<file path="src/rtl/bpe_pkg.sv">
package bpe_pkg;

  // Field widths fixed by the item formats.
  localparam int unsigned T_PARAM_W   = 20;
  localparam int unsigned NODE_IDX_W  = 4;
  localparam int unsigned COORD_W     = 16;
  localparam int unsigned CURVE_CNT_W = 4;
  // Bezier coefficients c0..c3 of 17-bit control points fit in 22 signed bits.
  localparam int unsigned COEF_W      = COORD_W + 6;

  localparam logic signed [COORD_W-1:0] COORD_MAX = 16'sh7FFF;
  localparam logic signed [COORD_W-1:0] COORD_MIN = 16'sh8000;

  typedef enum logic {
    CMD_WRITE = 1'b0,
    CMD_EVAL  = 1'b1
  } cmd_e;

  typedef enum logic {
    ST_OK        = 1'b0,
    ST_NO_CURVES = 1'b1
  } status_e;

  typedef struct packed {
    cmd_e                        cmd;
    logic [NODE_IDX_W-1:0]       node_index;
    logic signed [COORD_W-1:0]   pos_x;
    logic signed [COORD_W-1:0]   pos_y;
    logic signed [COORD_W-1:0]   tan_in_x;
    logic signed [COORD_W-1:0]   tan_in_y;
    logic signed [COORD_W-1:0]   tan_out_x;
    logic signed [COORD_W-1:0]   tan_out_y;
    logic [T_PARAM_W-1:0]        t_param;
  } in_item_t;

  typedef struct packed {
    logic signed [COORD_W-1:0]   point_x;
    logic signed [COORD_W-1:0]   point_y;
    logic [CURVE_CNT_W-1:0]      segment;
    status_e                     status;
  } out_item_t;

  // x in the low half, y in the high half
  typedef struct packed {
    logic signed [COORD_W-1:0] y;
    logic signed [COORD_W-1:0] x;
  } vec_t;

  // Node data for one curve: start node and end node
  typedef struct packed {
    vec_t a_pos;
    vec_t a_tout;
    vec_t b_pos;
    vec_t b_tin;
  } node_rd_t;

  // Sideband that travels with each evaluate item
  typedef struct packed {
    logic                   valid;
    status_e                status;
    logic [CURVE_CNT_W-1:0] seg;
  } ctl_t;

endpackage

</file>
<file path="src/rtl/bpe_node_store.sv">
module bpe_node_store #(
  parameter int unsigned MAX_NODES = 16
) (
  input  logic                            clk_i,
  input  logic                            we_i,
  input  logic [bpe_pkg::NODE_IDX_W-1:0]  wa_i,
  input  bpe_pkg::vec_t                   wpos_i,
  input  bpe_pkg::vec_t                   wtin_i,
  input  bpe_pkg::vec_t                   wtout_i,
  input  logic                            re_i,
  input  logic [bpe_pkg::NODE_IDX_W-1:0]  ra_i,
  output bpe_pkg::node_rd_t               rd_o
);
  import bpe_pkg::*;

  localparam int unsigned NODE_SLOTS = 2 ** NODE_IDX_W;
  localparam int unsigned DEPTH      = (MAX_NODES < NODE_SLOTS) ? MAX_NODES : NODE_SLOTS;
  localparam int unsigned ADDR_W     = $clog2(DEPTH);

  vec_t pos_mem  [DEPTH];
  vec_t tin_mem  [DEPTH];
  vec_t tout_mem [DEPTH];

  logic [NODE_IDX_W:0] rb;
  logic                wr_ok, a_ok, b_ok;
  logic                a_ok_q, b_ok_q;
  vec_t                a_pos_q, a_tout_q, b_pos_q, b_tin_q;

  assign rb    = {1'b0, ra_i} + (NODE_IDX_W+1)'(1);
  assign wr_ok = 32'(wa_i) < MAX_NODES;
  assign a_ok  = 32'(ra_i) < MAX_NODES;
  assign b_ok  = 32'(rb) < MAX_NODES;

  always_ff @(posedge clk_i) begin
    if (we_i && wr_ok) begin
      pos_mem[wa_i[ADDR_W-1:0]]  <= wpos_i;
      tin_mem[wa_i[ADDR_W-1:0]]  <= wtin_i;
      tout_mem[wa_i[ADDR_W-1:0]] <= wtout_i;
    end
  end

  // port A: start node, port B: end node
  always_ff @(posedge clk_i) begin
    if (re_i) begin
      a_pos_q  <= pos_mem[ra_i[ADDR_W-1:0]];
      a_tout_q <= tout_mem[ra_i[ADDR_W-1:0]];
      b_pos_q  <= pos_mem[rb[ADDR_W-1:0]];
      b_tin_q  <= tin_mem[rb[ADDR_W-1:0]];
      a_ok_q   <= a_ok;
      b_ok_q   <= b_ok;
    end
  end

  // slots past the store read as zero vectors
  assign rd_o.a_pos  = a_ok_q ? a_pos_q  : '0;
  assign rd_o.a_tout = a_ok_q ? a_tout_q : '0;
  assign rd_o.b_pos  = b_ok_q ? b_pos_q  : '0;
  assign rd_o.b_tin  = b_ok_q ? b_tin_q  : '0;

endmodule

</file>
<file path="config.mk">
export PLATFORM = sky130hd
export DESIGN_NAME = bpe_node_store
export DESIGN_NICKNAME = d
export VERILOG_FILES = /design/src/rtl/bpe_pkg.sv /design/src/rtl/bpe_node_store.sv
export SDC_FILE = /design/constraint.sdc
export NUM_CORES = 2
export LEC_CHECK = 0
export BUFFER_PORTS_ARGS = -buffer_cell sky130_fd_sc_hd__buf_2
export CORE_AREA = 5 5 428 430
export DETAILED_ROUTE_END_ITERATION = 6
export DIE_AREA = 0 0 433 435
export GPL_TIMING_DRIVEN = 0
export HOLD_SLACK_MARGIN = 0.1
export MAX_ROUTING_LAYER = met4
export PLACE_DENSITY = 0.55
export SETUP_SLACK_MARGIN = 0.15
export SYNTH_ARGS = -nofsm -noshare
export SYNTH_HDL_FRONTEND = slang
export SYNTH_SLANG_ARGS = --single-unit
</file>
<file path="constraint.sdc">
create_clock -name clk_i -period 22.1 [get_ports clk_i]
set_clock_uncertainty 0.2 [all_clocks]
set_input_delay 6.63 -clock clk_i [delete_from_list [all_inputs] [get_ports clk_i]]
set_output_delay 6.63 -clock clk_i [all_outputs]
set_load 0.05 [all_outputs]
</file>
==> summary.txt <==
Status
  • Run status: finished clean

Clock tree
  • Root Buffer: clkbuf_16
  • CTS tree: built
  • Post-CTS resize count: 0
  • Depth of the CTS H-tree: 4
  • Skew-Pair Late Insertion Delay: 830 ps
  • Number of post-CTS setup repair buffers: 0
  • CTS Hold Bufs: 0
  • CTS buffer count: 176
  • CTS max path bufs: 3
  • Clock-pin slew on the worst setup and hold paths: 60 ps
  • Clock sinks: 1665

Placement
  • Final GP Congestion: 0.7447
  • Number of port buffers: 233
  • Dpl hpwl: 121900 um

Drt
  • Total wire length: 182900 um
  • Drt first pass iters: 5
  • Via count: 33210
  • Remaining DRCs: 0
  • Wire per inst: 30.53 um
  • Post-route ant nets: 0
  • Iteration-0 DRC Markers: 3666
  • Vias per inst: 5.545

Timing
  • Min cycle time layout: 10350 ps
  • Worst rel slew slack: 0.06538
  • Max Freq: 0.09658 GHz
  • Final Hold Fails: 0
  • Setup tns final: 0 ps
  • Slew @ Worst Pin: 1402 ps
  • Final setup viols: 0
  • Unrepaired setup endpoints after global routing: no
  • Max Transition Viols Final: 0
  • Final Cycle Share: 0.4685

Power
  • Max VDD drop: 0.00008074 V
  • Total Power: 7.032 mW
  • Static Leak: 24.88 nW
  • Power density over the cells: 90.55 nW/um2

Logic synthesis
  • Yosys reg bits: 1665
  • Syn Area/Cell: 22.49 um2
  • Synth cell types: 25
  • Mapped Cells: 2925
  • Sequential fraction of the synthesis area: 0.7600
  • Syn nets: 3033
  • Warning count from the yosys run: 0
  • Synth Cell Area: 65790 um2

Floorplan
  • # rows: 156
  • Initial Utilization: 0.3668
  • Die extent in x: 433 um
  • Ports: 235
  • DIE AREA: 188400 um2
  • Core ar.: 179400 um2
  • Die extent in y: 435 um

GRT
  • Initial antenna violation count: 42
  • Global-route wire length before repair: 261600 um
  • Met2 usage: 0.3195
  • GRT Max-Usage Layer: met2
  • Vias in the first global route: 34980
  • GRT overflow: 0
  • Met3 GRT Util: 0.03643
  • Grt met1 use: 0.2704
  • Largest net degree at the start of global routing: 72
  • Gr usage total: 0.2007

Worst setup path
  • Type of origin of the critical path: flop
  • Data required, critical path: 15270 ps
  • Worst Path Max Fanout: 11
  • Critical path endpoint category: primary output
  • Crit Path Class: reg2out
  • Crit path DAT: 3520 ps

Final layout
  • Layout cells sized above 1: 0.3463
  • Nets: 3562
  • Layout filler cell count: 15310
  • Commonest non-fill, non-tap cell in the layout: edfxtp_1
  • Area occupied by registers: 50000 um2
  • Most frequent cells in the layout: edfxtp_1 (1665), mux4_2 (512), buf_2 (322), a22oi_1 (191), clkbuf_16 (179)
  • Multi-input gate area: 14940 um2
  • Synthesis-to-finish area growth: 18.05%

Min path
  • Hold Path Class: reg2reg

Flow run
  • Max-cap violations: 0
==> critical path, cell delays in order, from the launching register on <==
cell	delay (ps)
edfxtp_1	320
clkbuf_1	1010
clkbuf_1	710
and2_1	350
buf_2	310
==> layer usage <==
layer | up-vias | routed length, um | part of all wire
met2 | 1310 | 90270 | 0.49
met4 | 0 | 4524 | 0.025
met1 | 17900 | 76400 | 0.42
met5 | - | 0 | 0
met3 | 268 | 11680 | 0.064
li1 | 13730 | - | -
==> worst paths after layout <==
path                                  from                    end  slack, ps  cells after the start
setup / recovery          b_ok_q$_DFFE_PP_                rd_o[0]      11750                      4
hold / removal    tin_mem[1][30]$_DFFE_PP_  b_tin_q[30]$_DFFE_PP_        550                      3
hold reg to reg   tin_mem[1][30]$_DFFE_PP_  b_tin_q[30]$_DFFE_PP_        550                      3
setup reg to reg  pos_mem[2][13]$_DFFE_PP_  b_pos_q[13]$_DFFE_PP_      20150                      3
==> Yosys cell counts, drive strengths merged <==
library cell | instances | share of area
a21bo | 1 | 0.00015
a21boi | 1 | 0.00017
a21oi | 1 | 0.00013
a22oi | 191 | 0.022
a32o | 1 | 0.00015
a41o | 1 | 0.00015
and2 | 67 | 0.0064
buf | 132 | 0.011
clkbuf | 59 | 0.0034
edfxtp | 1665 | 0.76
ha | 1 | 0.00019
mux4 | 512 | 0.18
nand2 | 69 | 0.0039
nand2b | 2 | 0.00019
nand3 | 64 | 0.0049
nand3b | 3 | 0.00034
nand4 | 1 | 0.000095
nor2 | 14 | 0.00080
nor2b | 6 | 0.00057
nor3 | 5 | 0.00038
o21ai | 128 | 0.0097
or3b | 1 | 0.00013
==> where the power goes <==
part | internal [mW] | switching, mW | leakage, nW
Sequential | 3.57 | 0.0246 | 15.2
Combinational | 0.197 | 0.358 | 6.99
Clock | 1.64 | 1.25 | 2.72
Total | 5.40 | 1.63 | 24.9
==> flip-flops by register name, summed over array words and instances (netlist names) <==
name and flops:
pos_mem 512, tin_mem 512, tout_mem 512, a_pos_q 32, a_tout_q 32, b_pos_q 32
b_tin_q 32, b_ok_q 1
==> through the flow <==
step                instance area [um2]  cells  setup slack [ps]  hold WS (ps)  utilization
finish                            77660   5989             11750         548.0       0.4329
global route                      77630   5978             11630         577.9       0.4328
CTS                               77610   5968             11590         547.0       0.4326
detailed placement                72010   5646             12110         536.4       0.4014
global placement                  69920   5528             -2013         532.4       0.3898
floorplan                         65790   2925              7592         507.9            -
==> final cells by class <==
type | instances | area share
clock inverter | 102 | 0.01242
tap | 2370 | 0.03818
sequential | 1665 | 0.6438
buffer | 191 | 0.01233
timing repair buffer | 351 | 0.04050
multi-input combinational | 1069 | 0.1924
antenna | 21 | 0.0006767
clock buffer | 220 | 0.05966
==> kinds of logic after synthesis <==
group,after synthesis,synth area share
DFF,1665,0.7600
muxes,512,0.1753
AOI/OAI and AO/OA,324,0.03229
and+or+nand+nor,232,0.01769
buffers and inverters,191,0.01455
adders and majority gates,1,0.0001902
Power figures use the tool's default switching activity.
