File: config.mk
export PLATFORM = sky130hd
export DESIGN_NAME = bpe_mac
export DESIGN_NICKNAME = d
export VERILOG_FILES = /design/src/rtl/bpe_mac.sv
export SDC_FILE = /design/constraint.sdc
export NUM_CORES = 1
export LEC_CHECK = 0
export ABC_AREA = 1
export ABC_CLOCK_PERIOD_IN_PS = 23500
export BUFFER_PORTS_ARGS = -buffer_cell sky130_fd_sc_hd__buf_2
export CORE_UTILIZATION = 65
export DETAILED_ROUTE_END_ITERATION = 10
export GPL_ROUTABILITY_DRIVEN = 0
export PLACE_DENSITY = 0.84
export SETUP_SLACK_MARGIN = 0.05
export SLEW_MARGIN = 20
export SYNTH_ARGS = -nofsm -noshare
export SYNTH_HDL_FRONTEND = slang
export SYNTH_SLANG_ARGS = --single-unit
File: constraint.sdc
create_clock -name clk_i -period 23.5 [get_ports clk_i]
set_input_delay 7.05 -clock clk_i [delete_from_list [all_inputs] [get_ports clk_i]]
set_output_delay 7.05 -clock clk_i [all_outputs]
set_load 0.02 [all_outputs]
File: src/rtl/bpe_mac.sv
module bpe_mac #(
  parameter int unsigned AW = 22,
  parameter int unsigned FW = 17,
  parameter int unsigned OW = 39
) (
  input  logic                 clk_i,
  input  logic                 en_i,
  input  logic signed [AW-1:0] a_i,
  input  logic [FW-1:0]        f_i,
  input  logic signed [OW-1:0] addend_i,
  output logic signed [OW-1:0] sum_o
);
  // sum = a * f + addend, two stages: partial products, then shift-add
  localparam int unsigned CH  = 24;
  localparam int unsigned NCH = (AW + CH - 1) / CH;
  localparam int unsigned PW  = CH + FW + 2;

  logic signed [PW-1:0] pp_d [NCH];
  logic signed [PW-1:0] pp_q [NCH];
  logic signed [OW-1:0] addend_q, sum_d, sum_q;

  for (genvar j = 0; j < NCH; j++) begin : g_chunk
    localparam int unsigned LO = j * CH;
    localparam int unsigned HI = (j == NCH - 1) ? AW - 1 : LO + CH - 1;
    logic signed [CH:0] chunk;
    if (j == NCH - 1) begin : g_top
      assign chunk = (CH+1)'($signed(a_i[HI:LO]));
    end else begin : g_low
      assign chunk = $signed({1'b0, a_i[HI:LO]});
    end
    assign pp_d[j] = chunk * $signed({1'b0, f_i});
  end

  always_comb begin
    sum_d = addend_q;
    for (int j = 0; j < NCH; j++) begin
      sum_d = sum_d + (OW'(pp_q[j]) <<< (j * CH));
    end
  end

  always_ff @(posedge clk_i) begin
    if (en_i) begin
      pp_q     <= pp_d;
      addend_q <= addend_i;
      sum_q    <= sum_d;
    end
  end

  assign sum_o = sum_q;

endmodule

==> out/metrics.cfg, run 1 <==
[synthesis]
syn-num-nets=3215
syn_area_per_cell_sq_um=7.893
synth_cells=2635
yosysSeqAreaShare=0.1689
synth_ff_type=edfxtp_1
syn_area_sq_mm=0.02080
yosys-top-cells-area=fa_1 (35%), edfxtp_1 (17%), nand2_1 (14%)
synth-seq-cells=117
synth_commonest_cells=nand2_1 (789), inv_1 (744), fa_1 (367), ha_1 (133), nor2_1 (128)
synth_edf_count=117
synth_most_common_cell=nand2_1
yosys_warnings=0
synth-async-reset-ratio=0
ys_types=34
yosys.area.top_type=fa_1
synth_top_area_share=0.3532

[cts]
clock_latency_ns=0.43
hold_buffers=0
clkSinkCount=117
clk_pin_slew_ns=0.06
cts_resized=0
cts_max_path_buffers=2
cts_htree_levels=4
cts_tree=built
clock-root-buffer=clkbuf_16
cts_setup_buffers=0
cts_buffers=17

[global_routing]
grt_max_degree=64
grt_pass1_wl_um=86010
grt_pass1_vias=18350
gr-usage-all-layers=0.3349
grt_overflow_total=0
antenna_found_initial=0

[worst_setup_path]
cp.required_ns=23.68
rr_endpoint=sum_o[20]
start_kind=input port
timing.rr.start=addend_q[0]
rrSetupSlack_ns=20.95
crit_type=in2reg
crit_path_end_kind=register
critPathArrivalTime_ns=12.65
worst-path-max-fanout=22
reg2reg_depth=9

[timing]
relSlewSlack=0.4876
hold_ws_ns=0.5591
setup_tns_ns=0
setup_viol=0
rsz0062_at_grt=false
fin_skew_ns=0.01061
finalCriticalPeriod_ns=12.47
hold_violations=0
tightest_slew_ns=0.7686
report.final.slew_viol_count=0
fmax_ghz=0.08017
post-route-period-util=0.5308

[route]
vias_per_cell=5.486
wl_um=51680
drt_iter0_drc=1385
ant_nets=0
vias=17070
firstDrtPassIters=5
drc=0
wl_per_cell_um=16.61

[die]
die_x_um=180.9
coreArea_sq_mm=0.03156
rows=65
io-pin-count=119
start_util=0.6591
die_area_sq_mm=0.03272
die_h_um=180.9

[flow_run]
max_cap_viol_count=0

[finish]
layout.nets=3276
area_delta_synth_final_pct=6.624
final_layout_size_suffix_gt1_frac=0.06534
diodes=0
fill_cells=2411

[place]
place_hpwl_um=41450
port_buffers=118

[worst_hold_path]
hold_depth=1
hold_class=reg2reg
hp-start=pp_q[0]
worstHoldEndpoint=sum_o[0]

[run_status]
status=finished clean

[sequential cells by signal, summed over array words and instances, names as in the netlist]
| name | cells |
|---|---|
| addend_q | 39 |
| pp_q | 39 |
| sum_o | 39 |
[per-stage QoR]
| stage | cell area (sq um) | setup slack (ns) | utilization | instances |
|---|---|---|---|---|
| after global placement | 21620 | 10.79 | 0.6851 | 3079 |
| after floorplan | 20800 | 11.06 | - | 2635 |
| after CTS | 22180 | 11.08 | 0.7028 | 3111 |
| after global routing | 22180 | 10.67 | 0.7028 | 3111 |
| final | 22180 | 11.03 | 0.7028 | 3111 |
| after detailed placement | 21620 | 10.64 | 0.6851 | 3079 |
[routing by layer]
layer  GRT usage  share of wire  up-vias
met5           0              0        -
met4      0.1826          0.050        0
met3     0.04898          0.089      215
met2      0.5853           0.49      975
met1      0.3996           0.37     8138
li1            -              -     7740
[worst max-delay path by stage]
stage / startpoint / to / slack [ns] / cells past startpoint
finish: f_i[3] / pp_q[37] / 11.03 / 19
CTS: f_i[3] / pp_q[36] / 11.08 / 20
detailed placement: f_i[3] / pp_q[36] / 10.64 / 20
global placement: f_i[3] / pp_q[38] / 10.79 / 21
global route: f_i[3] / pp_q[37] / 10.67 / 19
floorplan: a_i[21] / pp_q[33] / 11.06 / 21
[placed cells by master (no fill, tap or decap), types with 5 or more instances in the layout]
cell	Yosys	layout
nor3_1	5	5
xnor2_1	15	15
inv_1	744	744
o21bai_1	12	12
nor2_1	128	128
nand3b_1	5	5
edfxtp_1	117	117
fa_1	367	367
o21ai_0	23	23
a21oi_1	66	66
nand3_1	67	67
nand2_1	789	789
xor2_1	33	33
ha_1	133	133
nand2_2	5	5
nand4_1	13	13
a21o_1	5	5
inv_6	0	7
buf_2	0	117
clkbuf_16	0	17
[final cells by class]
class,instances,area (sq um),area share
Tap cell,402,503.0,0.02268
Clock buffer,17,425.4,0.01918
Inverter,745,2796,0.1261
Sequential cell,117,3513,0.1584
Multi-Input combinational cell,1695,14200,0.6401
Timing Repair Buffer,120,608.1,0.02742
Clock inverter,15,133.9,0.006037
[worst max-delay path: stages]
cell and delay, ns:
buf_2 0.41, nand2_1 0.25, fa_1 0.68, fa_1 0.75, inv_1 0.18, fa_1 0.49, fa_1 0.51, fa_1 0.49
inv_1 0.05, fa_1 0.47, inv_1 0.04, ha_1 0.36, nand2_1 0.13, nor2_1 0.15, inv_1 0.10, nor4_2 0.26
nand2_1 0.12, nand3_1 0.10, nand2_1 0.05
[logic make-up (layout without fill, tap and decap cells)]
group                      Yosys count  count (layout)  share of synthesized area
AOI/OAI and AO/OA                  118             118                    0.03273
xor gates and xnor gates            48              48                    0.02021
adders and majority gates          500             500                     0.4333
buffers and inverters              823             897                     0.1485
DFF                                117             117                     0.1689
and+or+nand+nor                   1029            1029                     0.1964
Power of run 1 is not shown: default switching activity piles up to over one toggle a cycle in this logic, so the estimate is an artifact.
==> inputs of run 2 (changes only) <==
ABC_CLOCK_PERIOD_IN_PS = 10900   (was 23500)
CORE_UTILIZATION = 58   (was 65)
PLACE_DENSITY = 0.79   (was 0.84)
clock period = 10.9 ns   (was 23.5 ns; I/O delays follow)
==> run 2 against run 1 <==
Cell area increased by 0.54%. Critical path depth increased by 1. Non-clock buffer count decreased by 1. Wire length increased by 2.3%. Via count decreased by 0.11%. Die area increased by 12%. Setup slack got worse by 8.9 ns. Utilization decreased by 6.4 points. Clock skew increased by 0.0042 ns. Global-route usage decreased by 2.7 points.
==> out/metrics.cfg, run 2 (synthesis results as in run 1) <==
[global_routing]
grt_pass1_wl_um=86950
antenna_found_initial=0
grt_max_degree=62
grt_overflow_total=0
grt_pass1_vias=17960
gr-usage-all-layers=0.3082

[timing]
setup_viol=0
setup_tns_ns=0
finalCriticalPeriod_ns=8.744
fin_skew_ns=0.01480
tightest_slew_ns=0.7244
report.final.slew_viol_count=0
post-route-period-util=0.8022
hold_violations=0
relSlewSlack=0.5171
rsz0062_at_grt=false
fmax_ghz=0.1144

[worst_setup_path]
max_stage_delay_ns=0.74
critPathArrivalTime_ns=8.93
crit_path_end_kind=register
critPathMostFrequentCell=fa_1
reg2reg_depth=12
start_kind=input port
worst-path-max-fanout=22
worstPathCellList=buf_2, nand2_1, fa_1, fa_1, inv_1, fa_1, fa_1, fa_1, inv_1, fa_1, inv_1, ha_1, a21oi_1, nor2_1, nor2_1, o21ai_0, a21oi_1, nand2_1, nand2_1, nand2_1
cp.required_ns=11.08
crit_type=in2reg
rrSetupSlack_ns=8.24
rr_endpoint=sum_o[24]
cp_slowest_cell=fa_1
timing.rr.start=pp_q[0]

[cts]
clk_pin_slew_ns=0.06
clkSinkCount=117
cts_buffers=17
cts_tree=built
cts_setup_buffers=0
hold_buffers=0
clock_latency_ns=0.44
cts_htree_levels=4
cts_max_path_buffers=2
clock-root-buffer=clkbuf_16
cts_resized=0

[finish]
layout.nets=3275
fin_util=0.6392
multi_input_area_sq_mm=0.01420
final_layout_size_suffix_gt1_frac=0.06499
fill_cells=2903
layout_commonest_cell=nand2_1
regArea_sq_mm=0.003513
layout_common_cells=nand2_1 (789), inv_1 (744), fa_1 (367), ha_1 (133), nor2_1 (128)
diodes=0
instances_no_fill=3163
area_delta_synth_final_pct=7.201

[place]
port_buffers=118
dp_cells=3131
place_hpwl_um=41500

[route]
ant_nets=0
wl_per_cell_um=16.72
drc=0
firstDrtPassIters=5
vias=17050
vias_per_cell=5.390
drt_iter0_drc=1407
wl_um=52870

[die]
die_area_sq_mm=0.03662
rows=68
die_x_um=191.4
die_h_um=191.4
start_util=0.5962
coreArea_sq_mm=0.03488
io-pin-count=119

[worst_hold_path]
hp-start=addend_q[0]
hold_depth=1
worstHoldEndpoint=sum_o[0]
hold_class=reg2reg

[run_status]
status=finished clean

[flow_run]
max_cap_viol_count=0

[run 2: changes by cell type in the layout (fill, tap and decap cells not counted)]
cell,before,now
buf_4,3,2
clkinv_4,3,4
inv_8,3,2
inv_6,7,4
bufinv_16,0,3
[run 2: final cells by class]
cell class	count	area share
flip-flops and latches	117	0.1576
clock buffers	17	0.01908
well taps	455	0.02553
clock inverters	15	0.008754
inverters	745	0.1254
multi-input cells	1695	0.6367
repair buffers	119	0.02694
[run 2: how the worst max path moves through the flow]
| stage | slack, ns | start | end |
|---|---|---|---|
| 3_3_place_gp | 1.90 | f_i[3] | pp_q[38] |
| 4_1_cts | 2.16 | f_i[3] | pp_q[36] |
| 3_5_place_dp | 1.76 | f_i[3] | pp_q[36] |
| 6_report | 2.16 | f_i[3] | pp_q[36] |
| 2_1_floorplan | 2.24 | a_i[21] | pp_q[33] |
| 5_1_grt | 1.88 | f_i[3] | pp_q[38] |
[run 2: through the flow]
step / cell area, sq um / setup slack (ns) / hold WS (ns)
final: 22300 / 2.156 / 0.5445
after global routing: 22300 / 1.879 / 0.5679
after CTS: 22300 / 2.159 / 0.5495
after detailed placement: 21680 / 1.764 / 0.5410
after global placement: 21680 / 1.901 / 0.5332
after floorplan: 20800 / 2.239 / 0.5128
[run 2: critical path: cells and delay by family]
kind	cells	cell delay (ns)
adders and majority gates	7	3.72
buffers and inverters	4	0.73
and+or+nand+nor	6	0.60
AOI/OAI and AO/OA	3	0.58
[run 2: metal layers]
layer | part of all wire | wire length [um] | track usage | up-vias
li1 | - | - | - | 7738
met1 | 0.38 | 20060 | 0.3730 | 8205
met2 | 0.49 | 25770 | 0.5387 | 889
met3 | 0.083 | 4407 | 0.04369 | 217
met4 | 0.050 | 2634 | 0.1505 | 0
met5 | 0 | 0 | 0 | -
Power of run 2 is left out for the same reason.
==> inputs of run 3 (changes only) <==
ABC_CLOCK_PERIOD_IN_PS = 8150   (was 10900)
CORE_UTILIZATION = 64   (was 58)
PLACE_DENSITY = 0.83   (was 0.79)
clock period = 8.15 ns   (was 10.9 ns; I/O delays follow)
==> run 3 against run 2 <==
Cell area grew 0.24%. Setup slack lost 1.7 ns. Die area shrank 9.3%. Utilization grew 6.4 points. Clock-buffer cell count is the same. Critical path type unchanged. Via count grew 0.26%. First-iteration DRC count grew 4.9%. Highest routed layer unchanged. Critical endpoint unchanged.
==> out/metrics.cfg, run 3 (synthesis results as in run 1) <==
[cts]
clock_latency_ns=0.43
cts_setup_buffers=0
cts_resized=0
cts_htree_levels=4
clock-root-buffer=clkbuf_16
cts_tree=built
cts_buffers=17
cts_max_path_buffers=2
clk_pin_slew_ns=0.06
hold_buffers=0
clkSinkCount=117

[worst_setup_path]
start_kind=input port
worst-path-max-fanout=17
cp.required_ns=8.33
crit_path_end_kind=register
cp_slowest_cell=fa_1
worstPathCellList=buf_2, nand2_1, fa_1, fa_1, inv_1, fa_1, fa_1, fa_1, inv_1, fa_1, inv_1, ha_1, a21oi_1, nor2_1, nor2_1, o21ai_0, a21oi_1, nand2_1, nand2_1, nand2_1
crit_type=in2reg
critPathArrivalTime_ns=7.91
critPathMostFrequentCell=fa_1
max_stage_delay_ns=0.67

[route]
vias=17090
wl_per_cell_um=16.49
vias_per_cell=5.411
drc=0
wl_um=52110
drt_iter0_drc=1476
firstDrtPassIters=8
ant_nets=0

[place]
port_buffers=118
dp_cells=3127
place_hpwl_um=42550

[global_routing]
grt_max_degree=60
gr-usage-all-layers=0.3348
grt_overflow_total=0
grt_pass1_vias=18380
antenna_found_initial=0
grt_pass1_wl_um=87150

[die]
start_util=0.6541
die_h_um=182.3
die_area_sq_mm=0.03322
io-pin-count=119
coreArea_sq_mm=0.03180
die_x_um=182.3
rows=65

[timing]
report.final.slew_viol_count=0
finalCriticalPeriod_ns=7.728
setup_viol=0
post-route-period-util=0.9483
tightest_slew_ns=0.7290
hold_violations=0
setup_tns_ns=0
fmax_ghz=0.1294
relSlewSlack=0.5140
rsz0062_at_grt=false
fin_skew_ns=0.01025

[finish]
layout_common_cells=nand2_1 (789), inv_1 (744), fa_1 (367), ha_1 (133), nor2_1 (128)
layout.nets=3291
multi_input_area_sq_mm=0.01420
diodes=0
instances_no_fill=3159
layout_commonest_cell=nand2_1
fill_cells=2417
regArea_sq_mm=0.003513
area_delta_synth_final_pct=7.460
final_layout_size_suffix_gt1_frac=0.07048

[worst_hold_path]
hold_class=reg2reg

[flow_run]
max_cap_viol_count=0

[run_status]
status=finished clean

-- run 3: through the flow --
stage	cell area, sq um	hold slack, ns	setup WS, ns	util
6_report	22350	0.5662	0.4218	0.7029
5_1_grt	22350	0.5885	0.07719	0.7029
4_1_cts	22350	0.5789	0.4601	0.7029
3_5_place_dp	21770	0.5653	0.02239	0.6846
3_3_place_gp	21770	0.5266	0.2027	0.6846
2_1_floorplan	20800	0.5128	0.3138	-
-- run 3: final cells by class --
class / instances / share of cell area
multi-input combinational: 1695 / 0.6352
timing repair buffer: 135 / 0.03225
inverter: 745 / 0.1251
clock inverter: 15 / 0.006886
clock buffer: 17 / 0.01903
tap: 435 / 0.02435
sequential: 117 / 0.1572
-- run 3: worst max-delay path: cells and delay by family --
| kind | cells | cell delay, ns |
|---|---|---|
| and+or+nand+nor | 6 | 0.62 |
| AOI/OAI and AO/OA | 3 | 0.55 |
| adders and majority gates | 7 | 3.57 |
| buffers and inverters | 4 | 0.70 |
-- run 3: path summary, 6_finish.rpt --
check | from | endpoint | slack, ns | depth (start not counted)
setup reg to reg | pp_q[0] | sum_o[32] | 5.61 | 12
hold / removal | addend_q[0] | sum_o[0] | 0.57 | 1
hold reg to reg | addend_q[0] | sum_o[0] | 0.57 | 1
setup / recovery | f_i[3] | pp_q[36] | 0.42 | 20
-- run 3: per-layer routing --
layer,part of all wire,global-route usage,vias up,wire length (um)
met5,0,0,-,0
met4,0.050,0.1637,0,2608
met3,0.090,0.05608,222,4682
met2,0.49,0.5910,899,25670
met1,0.37,0.3976,8205,19150
li1,-,-,7767,-
Power of run 3 is left out for the same reason.
